$ cat src/rtl/esfd_pkg.sv
// ----------------------------------------------------------------------------
// esfd_pkg
// Types and constants for the escaped sync frame deframer.
// ----------------------------------------------------------------------------
package esfd_pkg;

  localparam logic [7:0] EscapeByte = 8'hD0;
  localparam logic [7:0] SyncByte   = 8'hE0;

  typedef enum logic [1:0] {
    PH_ID   = 2'd0,
    PH_LEN  = 2'd1,
    PH_DATA = 2'd2,
    PH_DONE = 2'd3
  } phase_e;

  typedef struct packed {
    logic [7:0] data_byte;
    logic [7:0] node_id;
    logic [7:0] byte_index;
    logic [7:0] frame_length;
    logic       last_of_frame;
  } result_t;

endpackage

$ cat src/rtl/esfd_in_stage.sv
// ----------------------------------------------------------------------------
// esfd_in_stage
// Input register: captures one raw line byte per transaction.
// ----------------------------------------------------------------------------
module esfd_in_stage import esfd_pkg::*; (
  input  logic       clk_i,
  input  logic       rst_ni,
  input  logic       in_valid_i,
  output logic       in_stall_o,
  input  logic [7:0] rx_byte_i,
  input  logic       advance_i,
  output logic       item_valid_o,
  output logic [7:0] item_byte_o
);

  logic       valid_q, valid_d;
  logic [7:0] byte_q, byte_d;
  logic       load;

  assign in_stall_o = valid_q && !advance_i;
  assign load       = !in_stall_o;

  always_comb begin
    valid_d = valid_q;
    byte_d  = byte_q;
    if (load) begin
      valid_d = in_valid_i;
      if (in_valid_i) begin
        byte_d = rx_byte_i;
      end
    end
  end

  always_ff @(posedge clk_i or negedge rst_ni) begin
    if (!rst_ni) begin
      valid_q <= 1'b0;
    end else begin
      valid_q <= valid_d;
    end
  end

  always_ff @(posedge clk_i) begin
    byte_q <= byte_d;
  end

  assign item_valid_o = valid_q;
  assign item_byte_o  = byte_q;

endmodule

$ cat src/rtl/esfd_core.sv
// ----------------------------------------------------------------------------
// esfd_core
// Frame state and per-byte decode: escape, sync, id, length and data bytes.
// ----------------------------------------------------------------------------
module esfd_core import esfd_pkg::*; (
  input  logic       clk_i,
  input  logic       rst_ni,
  input  logic       take_i,
  input  logic [7:0] raw_i,
  output logic       res_valid_o,
  output result_t    res_o
);

  phase_e     phase_q, phase_d;
  logic       esc_q, esc_d;
  logic [7:0] node_q, node_d;
  logic [7:0] len_q, len_d;
  logic [7:0] cnt_q, cnt_d;

  logic       is_esc;
  logic       is_sync;
  logic [7:0] val;
  logic [7:0] cnt_inc;
  logic       last;

  assign is_esc  = (raw_i == EscapeByte);
  assign is_sync = !esc_q && (raw_i == SyncByte);
  assign val     = esc_q ? raw_i + 8'd1 : raw_i;
  assign cnt_inc = cnt_q + 8'd1;
  assign last    = (cnt_inc >= len_q);

  // next state
  always_comb begin
    phase_d = phase_q;
    esc_d   = esc_q;
    node_d  = node_q;
    len_d   = len_q;
    cnt_d   = cnt_q;
    if (take_i) begin
      if (is_esc) begin
        esc_d = 1'b1;
      end else begin
        esc_d = 1'b0;
        if (is_sync) begin
          phase_d = PH_ID;
          len_d   = 8'd0;
          cnt_d   = 8'd0;
        end else begin
          case (phase_q)
            PH_LEN: begin
              len_d   = val;
              cnt_d   = 8'd0;
              phase_d = PH_DATA;
            end
            PH_DATA: begin
              cnt_d = cnt_inc;
              if (last) begin
                phase_d = PH_DONE;
              end
            end
            default: begin
              len_d   = 8'd0;
              cnt_d   = 8'd0;
              node_d  = val;
              phase_d = PH_LEN;
            end
          endcase
        end
      end
    end
  end

  // outputs
  always_comb begin
    res_valid_o        = take_i && !is_esc && !is_sync && (phase_q == PH_DATA);
    res_o.data_byte    = val;
    res_o.node_id      = node_q;
    res_o.byte_index   = cnt_q;
    res_o.frame_length = len_q;
    res_o.last_of_frame = last;
  end

  always_ff @(posedge clk_i or negedge rst_ni) begin
    if (!rst_ni) begin
      phase_q <= PH_ID;
      esc_q   <= 1'b0;
      node_q  <= 8'd0;
      len_q   <= 8'd0;
      cnt_q   <= 8'd0;
    end else begin
      phase_q <= phase_d;
      esc_q   <= esc_d;
      node_q  <= node_d;
      len_q   <= len_d;
      cnt_q   <= cnt_d;
    end
  end

  a_data_count_bound: assert property (@(posedge clk_i) disable iff (!rst_ni)
    (phase_q == PH_DATA) |-> (cnt_q < len_q || cnt_q == 8'd0))
    else $error("data phase count beyond frame length");

  a_last_ends_frame: assert property (@(posedge clk_i) disable iff (!rst_ni)
    (res_valid_o && res_o.last_of_frame) |=> (phase_q == PH_DONE))
    else $error("last byte did not close the frame");

  a_header_clear: assert property (@(posedge clk_i) disable iff (!rst_ni)
    (phase_q == PH_ID || phase_q == PH_LEN) |-> (cnt_q == 8'd0 && len_q == 8'd0))
    else $error("header phase with stale length or count");

endmodule

$ cat src/rtl/esfd_out_stage.sv
// ----------------------------------------------------------------------------
// esfd_out_stage
// Result register: holds one decoded payload byte until the sink takes it.
// ----------------------------------------------------------------------------
module esfd_out_stage import esfd_pkg::*; (
  input  logic    clk_i,
  input  logic    rst_ni,
  input  logic    res_valid_i,
  input  result_t res_i,
  output logic    ready_o,
  output logic    out_valid_o,
  input  logic    out_stall_i,
  output result_t out_o
);

  logic    valid_q, valid_d;
  result_t res_q, res_d;

  assign ready_o = !valid_q || !out_stall_i;

  always_comb begin
    valid_d = valid_q;
    res_d   = res_q;
    if (ready_o) begin
      valid_d = res_valid_i;
      if (res_valid_i) begin
        res_d = res_i;
      end
    end
  end

  always_ff @(posedge clk_i or negedge rst_ni) begin
    if (!rst_ni) begin
      valid_q <= 1'b0;
    end else begin
      valid_q <= valid_d;
    end
  end

  always_ff @(posedge clk_i) begin
    res_q <= res_d;
  end

  assign out_valid_o = valid_q;
  assign out_o       = res_q;

endmodule

$ cat src/rtl/escaped_sync_frame_deframer.sv
// ----------------------------------------------------------------------------
// escaped_sync_frame_deframer
// Splits an escaped, sync-delimited byte stream into frames and streams out
// each payload byte tagged with node id, index, length and a last flag.
// Path: input transaction to result through the input reg, then the result reg.
// Throughput: one byte per cycle while the output is not stalled.
// Reset: asynchronous, active low; empties both registers and sets the frame
// state to expect an id byte with no escape pending.
// ----------------------------------------------------------------------------
module escaped_sync_frame_deframer import esfd_pkg::*; (
  input  logic       clk_i,
  input  logic       rst_ni,
  input  logic       in_valid_i,
  output logic       in_stall_o,
  input  logic [7:0] rx_byte_i,
  output logic       out_valid_o,
  input  logic       out_stall_i,
  output logic [7:0] data_byte_o,
  output logic [7:0] node_id_o,
  output logic [7:0] byte_index_o,
  output logic [7:0] frame_length_o,
  output logic       last_of_frame_o
);

  logic       item_valid;
  logic [7:0] item_byte;
  logic       out_ready;
  logic       take;
  logic       res_valid;
  result_t    res;
  result_t    out_res;

  assign take = item_valid && out_ready;

  esfd_in_stage u_in (
    .clk_i        (clk_i),
    .rst_ni       (rst_ni),
    .in_valid_i   (in_valid_i),
    .in_stall_o   (in_stall_o),
    .rx_byte_i    (rx_byte_i),
    .advance_i    (out_ready),
    .item_valid_o (item_valid),
    .item_byte_o  (item_byte)
  );

  esfd_core u_core (
    .clk_i       (clk_i),
    .rst_ni      (rst_ni),
    .take_i      (take),
    .raw_i       (item_byte),
    .res_valid_o (res_valid),
    .res_o       (res)
  );

  esfd_out_stage u_out (
    .clk_i       (clk_i),
    .rst_ni      (rst_ni),
    .res_valid_i (res_valid),
    .res_i       (res),
    .ready_o     (out_ready),
    .out_valid_o (out_valid_o),
    .out_stall_i (out_stall_i),
    .out_o       (out_res)
  );

  assign data_byte_o     = out_res.data_byte;
  assign node_id_o       = out_res.node_id;
  assign byte_index_o    = out_res.byte_index;
  assign frame_length_o  = out_res.frame_length;
  assign last_of_frame_o = out_res.last_of_frame;

endmodule
$ cat config.mk
export PLATFORM = sky130hd
export DESIGN_NAME = escaped_sync_frame_deframer
export DESIGN_NICKNAME = d
export VERILOG_FILES = /design/src/rtl/esfd_pkg.sv /design/src/rtl/esfd_in_stage.sv /design/src/rtl/esfd_core.sv /design/src/rtl/esfd_out_stage.sv /design/src/rtl/escaped_sync_frame_deframer.sv
export SDC_FILE = /design/constraint.sdc
export NUM_CORES = 1
export LEC_CHECK = 0
export BUFFER_PORTS_ARGS = -buffer_cell sky130_fd_sc_hd__buf_2
export CORE_MARGIN = 2
export CORE_UTILIZATION = 50
export DETAILED_ROUTE_END_ITERATION = 16
export HOLD_SLACK_MARGIN = 0.02
export PLACE_DENSITY_LB_ADDON = 0.05
export REMOVE_ABC_BUFFERS = 1
export SKIP_CTS_REPAIR_TIMING = 1
export SLEW_MARGIN = 20
export SYNTH_ARGS = -nofsm -noshare
export SYNTH_HDL_FRONTEND = slang
export SYNTH_SLANG_ARGS = --single-unit
$ cat constraint.sdc
create_clock -name clk_i -period 2.8 [get_ports clk_i]
set_clock_uncertainty 0.1 [all_clocks]
set_input_delay 0 -clock clk_i [delete_from_list [all_inputs] [get_ports clk_i]]
set_output_delay 0 -clock clk_i [all_outputs]
set_load 0.05 [all_outputs]
# [Word level (Yosys, flattened, before mapping)]
# Index checks and enable logic that the tools add are counted.
[totals] reg_bits=70 in_bits=12 output_inout_bits=35
[op_classes] addsub=2 order_cmp=1 eq_ne=6 n_mux=9 bitwise_logic=4 n_reduce_logical=20
[op_table] cell="2-to-1 mux 8 bit" count=4
[op_table] cell="adder 8 x 1 -> 8 bit, second input constant" count=2
[op_table] cell="equality test 8 bit, second input constant" count=2
[op_table] cell="one-hot mux 8 bit (2 select lines)" count=1
[op_table] cell=">= comparator 8 bit" count=1
[op_table] cell="logical AND 1 bit" count=6
[op_table] cell="logical NOT 1 bit" count=6
[op_table] cell="AND reduction 2 bit" count=3
[op_table] cell="AND reduction 3 bit" count=2
[op_table] cell="2-to-1 mux 2 bit" count=2
[op_table] cell="inverter 1 bit" count=4
[op_table] cell="one-hot mux 2 bit (2 select lines)" count=1
[op_table] cell="AND reduction 4 bit" count=1
[op_table] cell="inequality test 3 x 1 -> 1 bit, second input constant" count=1
[op_table] cell="equality test 2 x 1 -> 1 bit, second input constant" count=1
[op_table] cell="equality test 2 bit, second input constant" count=1
[op_table] cell="inequality test 2 x 1 -> 1 bit, second input constant" count=1
[op_table] cell="OR reduction 2 bit" count=1
[op_table] cell="logical OR 1 bit" count=1
[op_table] cell="2-to-1 mux 1 bit" count=1

# [Logic depth before layout (Yosys ltp)]
[depth] ltp_word=7 ltp_mapped=10

# [By module]
# From an unflattened synthesis, not the netlist that was laid out.
[hier_totals] hier_cells=205 hier_area_um2=2952.8
[modules_own_cells] mod="esfd_core" n_inst=1 cells_each=154 area_per_inst_um2=1610.3 seq_area_each_um2=675.6
[modules_own_cells] mod="esfd_out_stage" n_inst=1 cells_each=37 area_per_inst_um2=1038.5 seq_area_each_um2=1016.0
[modules_own_cells] mod="esfd_in_stage" n_inst=1 cells_each=13 area_per_inst_um2=297.8 seq_area_each_um2=265.3
[modules_own_cells] mod="escaped_sync_frame_deframer" n_inst=1 cells_each=1 area_per_inst_um2=6.3 seq_area_each_um2=0.0

# [Worst setup path before layout]
# Ideal clock, no wire load.
[synth_path] path_type="register to register" from="reg u_core.cnt_q[0]" to="reg u_core.phase_q[1]" setup_time_ns=0.078 t_arrival_ns=2.252 slack_ns=0.370 path_stages_with_launch=10 path_cell_list="dfrtp_1 and3_1 and3_1 and3_1 xor2_1 ha_1 nand2_1 o41ai_1 o21ai_0 o2bb2ai_1"
[synth_lines] item="from (decl)" line="esfd_core.sv:18" text="logic [7:0] cnt_q, cnt_d;"
[synth_lines] item="from (signal assigned)" line="esfd_core.sv:95" text="cnt_q <= cnt_d;"
[synth_lines] item="to (signal assigned)" line="esfd_core.sv:91" text="phase_q <= phase_d;"
[synth_lines] item="to (decl)" line="esfd_core.sv:14" text="phase_e phase_q, phase_d;"

==> reports/qor.tcl <==
set qor(post_synth_inst_count) 214
set qor(post-synth-top-count-cell) {sky130_fd_sc_hd__edfxtp_1}
set qor(hold_ws_ns) 0.125
set qor(grt_first_pass_wirelength_mm) 8.25
set qor(total_leakage_power_uw) 0.00155
set qor(worst-slew-pin-transition_ns) 0.824
set qor(routedWlPerCell_um) 14.1
set qor(ys_top_cells_by_count) {sky130_fd_sc_hd__edfxtp_1, sky130_fd_sc_hd__dfrtp_1, sky130_fd_sc_hd__inv_1, sky130_fd_sc_hd__nand2_1, sky130_fd_sc_hd__ha_1}
set qor(power.ir.vdd_worst_mv) 0.491
set qor(design.final.nets) 308
set qor(timing.setup.critical_path_class) {flip-flop to flip-flop}
set qor(clk_latency_ns) 0.34
set qor(totalWireLength_mm) 5.08
set qor(hold_viol_final) 0
set qor(drt_iter0_markers) 66
set qor(worstSetupStartpointType) {flip-flop}
set qor(area_share_of_the_largest_cell_type_after_synthesis_pct) 42.2
set qor(report.final.setup_viol) 0
set qor(first_global_vias) 1667
set qor(coreArea_mm2) 0.00557
set qor(io_pins) 47
set qor(warnings_synthesis) 0
set qor(synth_area_leader_cell) {sky130_fd_sc_hd__edfxtp_1}
set qor(ant_diodes) 0
set qor(vias_per_cell) 4.99
set qor(cts_tree) {done}
set qor(starting_density_of_the_core_pct) 52.4
set qor(fin_tns_setup_ns) 0
set qor(clockRootBuffer) {sky130_fd_sc_hd__clkbuf_8}
set qor(die_w_um) 80.4
set qor(synth-seq-cells) 70
set qor(hold_path.class) {primary input to async pin}
set qor(clock-sinks) 70
set qor(prevailing_post_synth_register_cell) {sky130_fd_sc_hd__edfxtp_1}
set qor(tritoncts.num_buffers) 9
set qor(io_buffer_count) 46
set qor(final-max-slew-violation-count) 0
set qor(synth_edf_count) 41
set qor(cts-root-to-sink-buffers) 2
set qor(gr-usage-all-layers_pct) 17.5
set qor(die-height_um) 80.4
set qor(ys_seq_area_share_pct) 67.0
set qor(overflow) 0
set qor(synthToLayoutAreaGrowth_pct) 22.5
set qor(grt_start_max_net_pins) 43
set qor(finalNonFillerCells) 360
set qor(worst_ep_required_time_ns) 2.92
set qor(final_layout_size_suffix_gt1_share_pct) 25.7
set qor(yosys-top-cells-area) {sky130_fd_sc_hd__edfxtp_1, sky130_fd_sc_hd__dfrtp_1, sky130_fd_sc_hd__ha_1}
set qor(post-route-period-util_pct) 90.6
set qor(cts_htree_levels) 3
set qor(power_density_normalized_to_cell_area_mw_per_mm2) 928
set qor(crit_path_end_kind) {flip-flop}
set qor(detailedPlacementHpwl_mm) 3.59
set qor(maxCapViolations) 0
set qor(final_core_util_pct) 64.2
set qor(drt_pass1_iterations) 4
set qor(path_max_fanout) 7
set qor(fmax_ghz) 0.394
set qor(remaining_drc_errors) 0
set qor(worst_ep_arrival_time_ns) 2.65
set qor(vias) 1796
set qor(setup_repair_after_global_routing_missed_its_margin) {no}
set qor(synthDistinctLibCells) 34
set qor(grt_antenna_before_repair) 0
set qor(antenna_left) 0
set qor(run_status) {finished, final reports clean}
set qor(row_count) 27
set qor(globalplace.congestion) 0.733
set qor(finalWorstPathRequiredPeriod_ns) 2.54
set qor(path_clk_slew_ns) 0.07
set qor(worst_slew_margin_rel_pct) 43.6
set qor(synth_async_sr_flop_share_pct) 41.4
set qor(avg_cell_area_syn_um2) 13.6
set qor(placed_cells_incl_taps) 332
set qor(syn_area_mm2) 0.00292
set qor(fp.dieArea_mm2) 0.00647
==> cell usage in the layout (no fill, tap or decap), types with 2 or more instances in the layout <==
cell type,Yosys,final
sky130_fd_sc_hd__dfrtp_1,29,29
sky130_fd_sc_hd__nand2b_1,5,5
sky130_fd_sc_hd__inv_1,22,22
sky130_fd_sc_hd__mux2_2,8,8
sky130_fd_sc_hd__buf_2,0,46
sky130_fd_sc_hd__a21oi_1,4,4
sky130_fd_sc_hd__a31oi_1,2,2
sky130_fd_sc_hd__edfxtp_1,41,41
sky130_fd_sc_hd__dlygate4sd3_1,0,12
sky130_fd_sc_hd__nand4_1,4,4
sky130_fd_sc_hd__o21ai_0,11,11
sky130_fd_sc_hd__o21a_1,2,2
sky130_fd_sc_hd__xnor2_1,7,7
sky130_fd_sc_hd__a22o_1,5,5
sky130_fd_sc_hd__nand2_1,21,21
sky130_fd_sc_hd__xor2_1,6,6
sky130_fd_sc_hd__nand3_1,5,5
sky130_fd_sc_hd__and3_1,4,4
sky130_fd_sc_hd__clkbuf_8,0,10
sky130_fd_sc_hd__ha_1,13,13
sky130_fd_sc_hd__clkbuf_1,1,2
sky130_fd_sc_hd__o2bb2ai_1,2,2
sky130_fd_sc_hd__nor2_1,8,8
==> cells by family after synthesis <==
| logic type | count (synthesis) | share of synthesized area [%] |
|---|---|---|
| buffers and inverters | 24 | 3.08 |
| adders and majority gates | 13 | 5.57 |
| muxes | 8 | 3.08 |
| DFF | 70 | 67.0 |
| AOI/OAI and AO/OA | 34 | 8.70 |
| xor gates and xnor gates | 13 | 3.90 |
| and+or+nand+nor | 52 | 8.65 |
==> state kept, by name, indices dropped and copies added (netlist names) <==
name / cells
u_in.item_byte_o: 8
u_out.out_valid_o: 1
u_core.len_q: 8
u_core.node_q: 8
u_core.esc_q: 1
u_core.phase_q: 2
u_core.cnt_q: 8
u_out.out_o: 33
u_in.item_valid_o: 1
==> power by group <==
group          internal [uW]  leakage (uW)  total, uW  switching (uW)
sequential              1390      0.000755       1530             143
combinational            339      0.000699       1000             664
clock                    433     0.0000980        787             353
total                   2160       0.00155       3320            1160
==> worst max-delay path: stages (launching register included) <==
cell                        delay (ns)
sky130_fd_sc_hd__dfrtp_1          0.45
sky130_fd_sc_hd__ha_1             0.36
sky130_fd_sc_hd__ha_1             0.28
sky130_fd_sc_hd__a2111oi_0        0.73
sky130_fd_sc_hd__o41ai_4          0.13
sky130_fd_sc_hd__o21ai_0          0.24
sky130_fd_sc_hd__o2bb2ai_1        0.12
==> per-layer routing <==
layer  up-vias  part of all wire (%)  track usage, %
li1        902                     -               -
met1       837                    48            25.2
met2        47                    46            24.8
met3        10                   4.3            4.49
met4         0                   1.8            8.64
met5         -                     0               0
==> per-stage QoR <==
| step | setup WS, ns | total power (uW) | area (um2) |
|---|---|---|---|
| floorplan | 0.370 | 2240 | 2920 |
| global placement | 0.228 | 2470 | 3240 |
| detailed placement | 0.0553 | 2500 | 3240 |
| CTS | 0.0567 | 3280 | 3440 |
| global route | 0.0419 | 3510 | 3580 |
| finish | 0.264 | 3320 | 3580 |
==> layout make-up <==
type	instances	area, um2
clock inverter	4	47.5
fill	454	2000
multi-input combinational	120	892
sequential	70	1960
inverter	23	86.3
timing repair buffer	59	358
clock buffer	12	145
tap	72	90.1
==> path summary, 6_finish.rpt <==
check | start | end | slack, ns | cells past startpoint
max | u_core.cnt_q[0]$_DFFE_PN0P_ | u_core.phase_q[0]$_DFFE_PN0P_ | 0.26 | 6
min | rst_ni | u_core.node_q[0]$_DFFE_PN0P_ | 0.13 | 2
max reg2reg | u_core.cnt_q[0]$_DFFE_PN0P_ | u_core.phase_q[0]$_DFFE_PN0P_ | 0.26 | 6
min reg2reg | u_core.node_q[2]$_DFFE_PN0P_ | u_out.out_o[19]$_DFFE_PP_ | 0.34 | 0
max in group asynchronous | rst_ni | u_core.phase_q[0]$_DFFE_PN0P_ | 2.04 | 2
min in group clk_i | rx_byte_i[3] | u_in.item_byte_o[3]$_DFFE_PP_ | 0.26 | 2
(Power assumes the default switching activity.)
